### src/design/stcsc_ram.sv
module stcsc_ram #(
  parameter int WIDTH = 8,
  parameter int DEPTH = 16
) (
  input  logic                     clk,
  input  logic                     we,
  input  logic [$clog2(DEPTH)-1:0] waddr,
  input  logic [WIDTH-1:0]         wdata,
  input  logic [$clog2(DEPTH)-1:0] raddr,
  output logic [WIDTH-1:0]         rdata
);

  logic [WIDTH-1:0] mem [DEPTH];

  always_ff @(posedge clk) begin
    if (we) begin
      mem[waddr] <= wdata;
    end
    rdata <= mem[raddr];
  end

endmodule

### config.mk
export PLATFORM = sky130hd
export DESIGN_NAME = stcsc_ram
export DESIGN_NICKNAME = d
export VERILOG_FILES = /design/src/design/stcsc_ram.sv
export SDC_FILE = /design/constraint.sdc
export NUM_CORES = 1
export LEC_CHECK = 0
export BUFFER_PORTS_ARGS = -buffer_cell sky130_fd_sc_hd__buf_4
export CAP_MARGIN = 20
export CORE_MARGIN = 5
export CORE_UTILIZATION = 54
export DETAILED_ROUTE_END_ITERATION = 8
export GPL_TIMING_DRIVEN = 0
export PLACE_DENSITY_LB_ADDON = 0.15
export RECOVER_POWER = 50
export SLEW_MARGIN = 5
export SYNTH_ARGS = -nofsm -noshare
export SYNTH_HDL_FRONTEND = slang
export SYNTH_SLANG_ARGS = --single-unit
### constraint.sdc
create_clock -name clk -period 1.4 [get_ports clk]
set_input_delay 0 -clock clk [delete_from_list [all_inputs] [get_ports clk]]
set_output_delay 0 -clock clk [all_outputs]
set_load 0.005 [all_outputs]
# Word level (Yosys, flattened, before mapping)
# Memories as Yosys holds them, arrays and structs flattened. A register that Yosys moved wholly into a read port is not among the register bits.
# Cells that the tools add are included.
[classes] muxes=2
[op_table] cell="$mux 1" count=2
[totals] register_bits=0 ram_bits=128 output_inout_bits=8 memories=1
[mem_list] name="mem" words=16 width=8 rd=1 rd_clocked_by_memory_dff=1 write_ports=1 line="13" rtl="logic [WIDTH-1:0] mem [DEPTH];"

# Depth between registers and ports, before layout
[depth] word_depth=2 mapped_depth=5 mapped_depth_nobuf=3

# Worst setup path before layout
# OpenSTA, ideal clock, no wires.
[synth_path] path_kind="input port to flip-flop" start="in waddr[2]" end="mem mem[0][0] (enable)" setup_ns=0.383 arrival_ns=1.110 required_time_ns=1.017 slack_ns=-0.093 stages=2 path_cell_list="or3b_2 > nor3_1"
[synth_lines] item="from (decl)" line="7" rtl="input logic [$clog2(DEPTH)-1:0] waddr,"
[synth_lines] item="to (decl)" line="13"
# Straight into the memory's write port.

==> run summary <==
Post-DP HPWL = 6293 um
synth warn = 0
starting density of the core = 0.5544
DP Area = 5514 um2
Synth Instances = 229
Cell Area, Synth = 5147 um2
Worst-path clk slew = 0.06 ns
pre-CTS setup slack = -0.2738 ns
row cnt = 35
chip height = 107.6 um
RSZ-0062 raised after global routing = false
max-slew violation count = 0
commonest non-fill, non-tap cell in the layout = edfxtp_1
GP Congestion = 0.7300
Pwr Density = 1522 nW/um2
CP Data Arrival Time = 1.76 ns
H-tree levels = 4
area grow syn2layout = 21.51%
layout cell share with drive strength beyond 1 = 0.2566
ys flop type = edfxtp_1
delay-heaviest family, CP = multiplexers
DR vias/cell = 5.732
leakage power = 0.002096 uW
top cells by area, synth = edfxtp_1, mux4_2, mux4_1
sequential fraction of the synthesis area = 0.7778
cell area after layout = 6255 um2
post-route ant nets = 0
CTS tree = built
Post-synth EDFFs = 128
Synth Area per Inst = 22.48 um2
initial drt markers = 181
Yosys reg bits = 136
most frequent cells in the layout = edfxtp_1, mux4_2, buf_4
Root Driver = clkbuf_8
Die X-Extent = 107.6 um
CTS buffer count = 17
grt total ovfl = 0
final critical-path share of the clock period = 0.9775
worst slew pin tran = 0.8227 ns
I/O Buffers = 24
PnR worst setup slack = 0.03154 ns
first-pass GRT wire length = 15,790 um
worst-skew pair later-pin latency = 0.51 ns
CTS sink count = 136
Yosys top cell area share = 0.7467
max-cap check violation count = 0
fmax = 730.7 MHz
worst hold-check path type = input pin to flop
vias in the first global route = 2,587
DRC = 0
postcts setup bufs = 0
Max transition margin = 0.4495
critical path class = flop to flop
area leader, netlist = edfxtp_1
Die Footprint = 11,590 um2
Final #Nets = 309
Max IR drop VDD = 0.8068 mV
Max stage delay on crit path = 0.48 ns
Top-Level Pins = 26
DRT Pass-1 Iters = 4
Worst EP required = 1.79 ns
Syn Nets = 247
Final min period = 1.368 ns
Inst Count DP = 385
initial antenna violation count = 0
core area = 9284 um2
Critical Path End Type = flop
total global-route track usage = 0.1986
crit path cell chain = mux4_2 -> a22oi_2 -> nand2_1
WL per Instance = 23.90 um
fin cells = 433
worst-path fanout max = 1
asr flop ratio synth = 0
clock skew = 0.007231 ns
Worst setup SP type = flop
Buf/Inv on CP = 0
Antenna Cells = 0
Clock Tree Buf Depth = 2
Cell variety after synth = 19
Fin. Hold Viols = 0
number of setup violations in the final report = 0
final hold slack = 0.001259 ns
pin count of the biggest net entering global routing = 17
DR vias = 2,482
final WL = 10,350 um
CP max stage cell = mux4_2
setup_tns = 0 ns
run status = finished clean
-- cells in the mapped netlist, types with 3 or more instances --
master and count:
a22oi_1 16, nor2_1 13, dfxtp_1 8, mux4_2 18, nand2_1 9, mux4_1 14
clkdlybuf4s25_2 3, nor3_1 4, edfxtp_1 128, buf_6 3, buf_2 3
-- repair_timing --
action	in CTS	in global routing
endpoints found under the hold margin	146	0
hold buffers	16	0
gates resized for setup	1	3
setup endpoints to repair	1	3
-- where the power goes --
| group | leakage, uW | total, uW | internal [uW] | switching, uW |
|---|---|---|---|---|
| sequential | 0.00122 | 4580 | 4560 | 23.5 |
| combinational | 0.000589 | 487 | 224 | 262 |
| clock | 0.000283 | 4450 | 2870 | 1590 |
| total | 0.00210 | 9520 | 7650 | 1870 |
-- layer usage --
metal,vias to the layer above,part of all wire,wire (um),track usage
met4,0,0.022,224,0.07935
met2,100,0.50,5193,0.3175
li1,1097,-,-,-
met3,15,0.073,753,0.04439
met1,1270,0.40,4176,0.2676
met5,-,0,0,0
-- worst paths after layout --
kind,startpoint,endpoint,slack (ns),cells past startpoint
worst max register to register,mem[11][0]$_DFFE_PP_,rdata[0]$_DFF_P_,0.03,3
worst max-delay path,mem[11][0]$_DFFE_PP_,rdata[0]$_DFF_P_,0.03,3
worst min register to register,mem[11][5]$_DFFE_PP_,rdata[5]$_DFF_P_,0.69,3
worst min-delay path,raddr[0],rdata[7]$_DFF_P_,0.001,4
-- flip-flops by register name (all words and copies together), names as in the netlist --
signal	flops
mem	128
rdata	8
-- cell type report --
cell class                 count  area [um2]
tap                          129       161.4
buffer                        10       86.33
clock buffer                  18       417.9
sequential                   136        4004
clock inverter                14       181.4
multi-input combinational     83        1082
fill                         629        3029
timing repair buffer          43       321.6
-- through the flow --
step	utilization	power [uW]
after global routing	0.6737	9813
after detailed placement	0.5939	5122
after global placement	0.5918	5102
final	0.6737	9520
after floorplan	-	4889
after CTS	0.6763	9572
-- cells by family (layout without fill, tap and decap cells) --
logic type | Yosys count | count (layout) | synth area share
flip-flops | 136 | 136 | 0.7778
AND/OR/NAND/NOR | 35 | 35 | 0.03184
multiplexers | 32 | 32 | 0.1502
AO/OA/AOI/OAI | 16 | 16 | 0.02334
buffers and inverters | 10 | 85 | 0.01677
-- tightest hold or removal path, stage by stage --
cell     delay, ns
buf_6         0.10
mux4_2        0.23
a22oi_2       0.09
nand2_1       0.06
Power figures use the tool's default switching activity.
